===== src/design/qe_pkg.sv =====
// shared types, widths and constants for the quaternion to zyx euler core
// no dependencies
package qe_pkg;

    localparam int IN_W     = 16;
    localparam int PROD_W   = 32;
    localparam int OP_W     = 34;
    localparam int S_W      = 30;
    localparam int MAG_W    = 29;
    localparam int THR_W    = 29;
    localparam int RAD_W    = 57;
    localparam int ROOT_W   = 29;
    localparam int SQ_W     = 58;
    localparam int SQRT_STEPS = 29;
    localparam int CORD_XW  = 37;
    localparam int CORD_ZW  = 29;
    localparam int ANG_W    = 16;
    localparam int PITCH_W  = 15;
    localparam int ATAN_LEN = 24;

    localparam logic [THR_W-1:0] THR_RESET = 29'd268435188;
    localparam logic signed [OP_W-1:0] ONE_Q28 = 34'sd268435456;
    localparam logic signed [S_W-1:0] ONE_S = 30'sd268435456;
    localparam logic [RAD_W-1:0] RAD_ONE = 57'h100000000000000;
    localparam logic signed [CORD_ZW-1:0] PI_Q24 = 29'sd52707179;
    localparam logic signed [CORD_ZW-1:0] ROUND_Q24 = 29'sd1024;
    localparam logic signed [CORD_ZW-1:0] PI_Q13 = 29'sd25736;
    localparam logic signed [ANG_W-1:0] HALF_PI_Q13 = 16'sd12868;

    typedef struct packed {
        logic signed [S_W-1:0]  s;
        logic                   lock;
        logic signed [OP_W-1:0] roll_y;
        logic signed [OP_W-1:0] roll_x;
        logic signed [OP_W-1:0] yaw_y;
        logic signed [OP_W-1:0] yaw_x;
    } side_t;

    typedef struct packed {
        logic lock;
        logic s_neg;
    } tail_t;

    function automatic logic signed [CORD_ZW-1:0] atan_q24(input int i);
        logic signed [CORD_ZW-1:0] a;
        case (i)
            0:  a = 29'sd13176795;
            1:  a = 29'sd7778716;
            2:  a = 29'sd4110060;
            3:  a = 29'sd2086331;
            4:  a = 29'sd1047214;
            5:  a = 29'sd524117;
            6:  a = 29'sd262123;
            7:  a = 29'sd131069;
            8:  a = 29'sd65536;
            9:  a = 29'sd32768;
            10: a = 29'sd16384;
            11: a = 29'sd8192;
            12: a = 29'sd4096;
            13: a = 29'sd2048;
            14: a = 29'sd1024;
            15: a = 29'sd512;
            16: a = 29'sd256;
            17: a = 29'sd128;
            18: a = 29'sd64;
            19: a = 29'sd32;
            20: a = 29'sd16;
            21: a = 29'sd8;
            22: a = 29'sd4;
            23: a = 29'sd2;
            default: a = '0;
        endcase
        return a;
    endfunction

endpackage


===== src/design/qe_sqrt.sv =====
// pipelined floor integer square root, one result bit per stage
// depends on qe_pkg
module qe_sqrt (
    input  logic                       clk,
    input  logic [qe_pkg::RAD_W-1:0]   radicand,
    output logic [qe_pkg::ROOT_W-1:0]  root
);

    localparam int STEPS = qe_pkg::SQRT_STEPS;
    localparam int SW = qe_pkg::SQ_W;

    logic [SW-1:0] v_reg [STEPS];
    logic [SW-1:0] r_reg [STEPS];

    for (genvar i = 0; i < STEPS; i++)
    begin : g_step
        localparam int K = 2 * (STEPS - 1 - i);
        logic [SW-1:0] v_in;
        logic [SW-1:0] r_in;
        logic [SW-1:0] step_w;
        logic [SW-1:0] trial;

        if (i == 0)
        begin : g_first
            assign v_in = {{(SW-qe_pkg::RAD_W){1'b0}}, radicand};
            assign r_in = '0;
        end
        else
        begin : g_rest
            assign v_in = v_reg[i-1];
            assign r_in = r_reg[i-1];
        end

        assign step_w = {{(SW-1){1'b0}}, 1'b1} << K;
        assign trial  = r_in + step_w;

        always_ff @(posedge clk)
        begin
            if (v_in >= trial)
            begin
                v_reg[i] <= v_in - trial;
                r_reg[i] <= (r_in >> 1) + step_w;
            end
            else
            begin
                v_reg[i] <= v_in;
                r_reg[i] <= r_in >> 1;
            end
        end
    end

    assign root = r_reg[STEPS-1][qe_pkg::ROOT_W-1:0];

endmodule


===== config.mk =====
export PLATFORM = sky130hd
export DESIGN_NAME = qe_sqrt
export DESIGN_NICKNAME = d
export VERILOG_FILES = /design/src/design/qe_pkg.sv /design/src/design/qe_sqrt.sv
export SDC_FILE = /design/constraint.sdc
export NUM_CORES = 2
export LEC_CHECK = 0
export ABC_CLOCK_PERIOD_IN_PS = 3650
export BUFFER_PORTS_ARGS = -buffer_cell sky130_fd_sc_hd__clkbuf_2
export CORE_UTILIZATION = 46
export CTS_CLUSTER_DIAMETER = 50
export DETAILED_ROUTE_END_ITERATION = 10
export GPL_TIMING_DRIVEN = 0
export HOLD_SLACK_MARGIN = 0.1
export MAX_ROUTING_LAYER = met4
export PLACE_DENSITY = 0.62
export SLEW_MARGIN = 20
export SYNTH_ARGS = -nofsm -noshare
export SYNTH_HDL_FRONTEND = slang
export SYNTH_SLANG_ARGS = --single-unit

===== constraint.sdc =====
create_clock -name clk -period 3.65 [get_ports clk]
set_clock_uncertainty 0.05 [all_clocks]
set_input_delay 0.73 -clock clk [delete_from_list [all_inputs] [get_ports clk]]
set_output_delay 0.73 -clock clk [all_outputs]
set_load 0.01 [all_outputs]

# Word-level counts from Yosys, hierarchy flattened
# Memory sizes are Yosys's and may differ from the RTL's.
# Index checks and enable logic that the tools add are counted.
[op_classes] n_addsub=85 n_mul=0 div_mod_pow=0 magnitude_cmp=29 eq_ne=0 shift=0 mux=145 n_bitwise=58 reduce_logical=0
[ops] operator="two-way mux 58 bit" n=58
[ops] operator=">= comparator 58 bit" n=28
[ops] operator="subtractor 58 bit" n=28
[ops] operator="two-way mux 1 bit" n=87
[ops] operator="adder 57 x 1 -> 58 bit, second input constant" n=1
[ops] operator="adder 57 x 11 -> 58 bit, second input constant" n=1
[ops] operator="adder 57 x 13 -> 58 bit, second input constant" n=1
[ops] operator="adder 57 x 15 -> 58 bit, second input constant" n=1
[ops] operator="adder 57 x 17 -> 58 bit, second input constant" n=1
[ops] operator="adder 57 x 19 -> 58 bit, second input constant" n=1
[ops] operator="adder 57 x 21 -> 58 bit, second input constant" n=1
[ops] operator="adder 57 x 23 -> 58 bit, second input constant" n=1
[ops] operator="adder 57 x 25 -> 58 bit, second input constant" n=1
[ops] operator="adder 57 x 27 -> 58 bit, second input constant" n=1
[ops] operator="adder 57 x 29 -> 58 bit, second input constant" n=1
[ops] operator="adder 57 x 3 -> 58 bit, second input constant" n=1
[ops] operator="adder 57 x 31 -> 58 bit, second input constant" n=1
[ops] operator="adder 57 x 33 -> 58 bit, second input constant" n=1
[ops] operator="adder 57 x 35 -> 58 bit, second input constant" n=1
[ops] operator="adder 57 x 37 -> 58 bit, second input constant" n=1
[ops] operator="adder 57 x 39 -> 58 bit, second input constant" n=1
[ops] operator="adder 57 x 41 -> 58 bit, second input constant" n=1
[ops] operator="adder 57 x 43 -> 58 bit, second input constant" n=1
[ops] operator="adder 57 x 45 -> 58 bit, second input constant" n=1
[ops] operator="other kinds (39)" n=96
[totals] reg_bits=0 latchBits=0 ramBits=3364 rom_bits=0 input_bits=58 output_inout_bits=29 word_cells=319 memories=2
[memory_table] name="r_reg" words=29 width=58 read_ports=29 rd_ports_with_merged_regs=0 wr=29 line_no="qe_sqrt.sv:13" text="logic [SW-1:0] r_reg [STEPS];"
[memory_table] name="v_reg" words=29 width=58 read_ports=28 rd_ports_with_merged_regs=0 wr=29 line_no="qe_sqrt.sv:12" text="logic [SW-1:0] v_reg [STEPS];"

# Depth between registers and ports, before layout
# An unclocked memory read counts as a cell.
[depth] depth_word=6 ltp_mapped=14

# Worst setup path after synthesis
# No wires, ideal clock.
[synth_timing] path_kind="register to register" from="memory r_reg[12][64] (netlist bit)" to="memory v_reg[1][589] (netlist bit)" setup_ps=121 t_arrival_ps=3091 required_ps=3479 path_slack_ps=388 stages_incl_launch_ff=13 path_cell_list="dfxtp_1 -> inv_1 -> ha_1 -> nor2b_1 -> o2111ai_1 -> a311oi_1 -> or3_1 -> o21ba_2 -> a31o_2 -> a31oi_1 -> clkbuf_1 -> buf_2 -> mux2_2"
[synth_rtl] item="start, declared" line_no="qe_sqrt.sv:13"
[synth_rtl] item="end, declared" line_no="qe_sqrt.sv:12"

==> out/summary.txt <==
Async SR Flop Fraction: 0%
hold slack: 0.2620 ns
Worst VDD drop: 0.5447 mV
clock buffer count from CTS: 212
Avg WL per Cell: 18.71 um
reg-to-reg slack, setup: 0.03 ns
crit path max fanout: 10
CTS tree: yes
nets: 8663
setup violators final: 0
clock transition at the registers of the reported paths: 0.06 ns
Worst Hold Endpoint: r_reg[9][21]$_DFF_P_
final critical-path share of the clock period: 99.13%
first-pass GRT wire length: 306900 um
max reg flops: 1624
worst hold path type: flop to flop
RR Endpoint: v_reg[1][568]$_DFF_P_
Leakage Power: 40.96 nW
IO Count: 87
Die X: 413.7 um
setup_tns: 0 ns
H-tree depth: 4
CP max-delay cell: ha_1
drt pass-1 iters: 6
top area cells in the synthesized netlist: dfxtp_1 53%, ha_1 7.4%, xnor2_1 4.5%, xor2_1 3.6%, a21oi_1 3.2%
CP Data Required Time: 4.34 ns
drt drc: 0
placed cell count: 10070
Antenna Nets Post-Route: 0
Avg Cell Area, Syn: 10.03 sq um
Max Root-Sink Buffers: 3
EDFF count, synth: 0
final hold vios: 0
Routability Congestion: 0.9401
max incr delay on CP: 0.50 ns
Tot Pwr: 71.43 mW
Core Box Area: 167800 sq um
Clock Latency Late Sink: 0.87 ns
Crit Reg-Reg Startpoint: r_reg[12][26]$_DFF_P_
Min Clock Period, post-route: 3.618 ns
largest net degree at the start of global routing: 20
final core occ: 53.93%
ys flop type: dfxtp_1
Die Ht: 413.7 um
fraction of layout cells with a size suffix above 1: 9.488%
critical path, cell by cell: inv_1, ha_1, nand4_1, nor4_4, a41oi_2, nand4_1, a41oi_2, buf_4, inv_6, o211ai_1, buf_4, nor4_1, xor2_1
Syn-to-layout area delta: 16.06%
DR iter-0 viols: 3709
yosys warns: 0
crit path DAT: 4.31 ns
CP Launch Type: flop
most common cell after layout, fill and taps aside: dfxtp_1
post-synth top area share: 52.87%
highest-count cells in the layout ignoring fill and taps: 2059 x dfxtp_1, 568 x inv_1, 539 x nor2_1
starting density of the core: 46.47%
All-Layer GR Usage: 23.38%
cells after synthesis: 7773
status: completed
final wirelength: 197000 um
critical path endpoint category: flop
post-synth top area cell: dfxtp_1
kind of critical path: flop to flop
synth unique cells: 92
hold path cells: 0
root buffer cell: clkbuf_16
RSZ-0062 raised after global routing: true
slew margin rel.: 31.28%
Sink Count: 2059
filler cell count: 14950
number of global-route vias before repair: 55290
upper clock frequency limit: 276.4 MHz
buffers added on ports: 85
startpoint of the worst hold path: r_reg[8][80]$_DFF_P_
Rows: 150
post-detail-place hpwl: 154800 um
initial antenna violation count: 14
GRT overflow: 0
worst reg-to-reg path cell count: 13
Post-Layout Cell Count: 10530
Slew @ Worst Pin: 1.021 ns
Die ar.: 171100 sq um
Vias: 56240
Synth Register Bits: 2059
Pwr per Cell Area: 789.4 nW/um^2
mapped cell area: 77970 sq um
Via density: 5.340
register area share after synthesis: 52.87%
Max Cap Viol: 0
final slew viol count: 0
[area by class of cell]
type	count	area, sq um	share of cell area, %
Antenna cell	2	5.005	0.005531
Buffer	128	584.3	0.6457
Clock buffer	285	6051	6.687
Clock inverter	110	1735	1.918
Inverter	573	2165	2.392
Multi-Input combinational cell	5001	34770	38.43
Sequential cell	2059	41220	45.55
Tap cell	2204	2758	3.047
Timing Repair Buffer	170	1200	1.326
[critical path: cells and delay by family, from the launching register on]
| kind | cells | cell delay, ns |
|---|---|---|
| and+or+nand+nor | 4 | 1.34 |
| adders and majority gates | 1 | 0.50 |
| buffers and inverters | 4 | 0.66 |
| xor gates and xnor gates | 1 | 0.21 |
| AOI/OAI and AO/OA | 3 | 0.44 |
| DFF | 1 | 0.34 |
[per-layer routing]
metal  part of all wire [%]  routed length, um  track usage [%]  vias up
li1                       -                  -                -    27910
met1                     47              92320            30.82    26770
met2                     47              91730            37.55     1245
met3                    4.4               8679            3.205      305
met4                    2.2               4285            6.244        0
met5                      0                  0                -        -
[cell families (layout without fill, tap and decap cells)]
group | after synthesis | after routing | synth area share, %
and+or+nand+nor | 2276 | 2276 | 15.08
DFF | 2059 | 2059 | 52.87
AOI/OAI and AO/OA | 1434 | 1434 | 11.53
xor gates and xnor gates | 715 | 715 | 8.032
buffers and inverters | 714 | 1266 | 3.479
adders and majority gates | 460 | 460 | 7.382
muxes | 114 | 114 | 1.627
other | 1 | 4 | 0.004810
[timing repair]
| item | 4_1_cts | 5_1_grt |
|---|---|---|
| gates resized for setup | 101 | 97 |
| hold buffers | 57 | 0 |
| setup endpoints to repair | 477 | 374 |
| hold endpoints to repair | 57 | 0 |
| setup buffers | 11 | 14 |
| pin swaps | 10 | 21 |
[metrics by stage]
stage | setup slack, ns | cell area [sq um]
3_5_place_dp | -0.9886 | 81200
3_3_place_gp | -0.9256 | 81150
2_1_floorplan | 0.3880 | 77970
6_report | 0.03193 | 90490
4_1_cts | -0.02213 | 90010
5_1_grt | -0.05757 | 90490
[power breakdown]
group	total, mW	internal [mW]	switching (mW)
registers	31.8	27.4	4.35
clock network	23.1	13.8	9.26
logic	16.6	7.33	9.24
total	71.4	48.6	22.8
[synth_stat cells (all sizes together), types with 16 or more instances]
master,instances
a211oi,29
a21boi,18
a21o,165
a21oi,497
a221oi,16
a31oi,37
and2,32
and3,40
buf,27
clkbuf,114
dfxtp,2059
ha,460
inv,573
mux2,102
nand2,450
nand2b,86
nand3,140
nand3b,35
nand4,128
nand4b,21
nor2,542
nor2b,58
nor3,211
nor3b,21
nor4,278
nor4b,39
o2111ai,16
o211ai,35
o21a,92
o21ai,316
o21bai,34
o31a,17
o31ai,36
or2,24
or3,75
or4,58
xnor2,397
xor2,318
[how the worst max path moves through the flow]
stage | from | end | slack, ns | cells after the start
2_1_floorplan | r_reg[12][64]$_DFF_P_ | v_reg[1][589]$_DFF_P_ | 0.39 | 12
3_3_place_gp | v_reg[1][272]$_DFF_P_ | v_reg[1][307]$_DFF_P_ | -0.93 | 9
3_5_place_dp | v_reg[1][272]$_DFF_P_ | v_reg[1][306]$_DFF_P_ | -0.99 | 9
4_1_cts | r_reg[12][64]$_DFF_P_ | v_reg[1][605]$_DFF_P_ | -0.02 | 12
5_1_grt | r_reg[12][65]$_DFF_P_ | v_reg[1][623]$_DFF_P_ | -0.06 | 12
6_report | r_reg[12][26]$_DFF_P_ | v_reg[1][568]$_DFF_P_ | 0.03 | 13
Note: power is estimated with default switching activity, not from simulation.
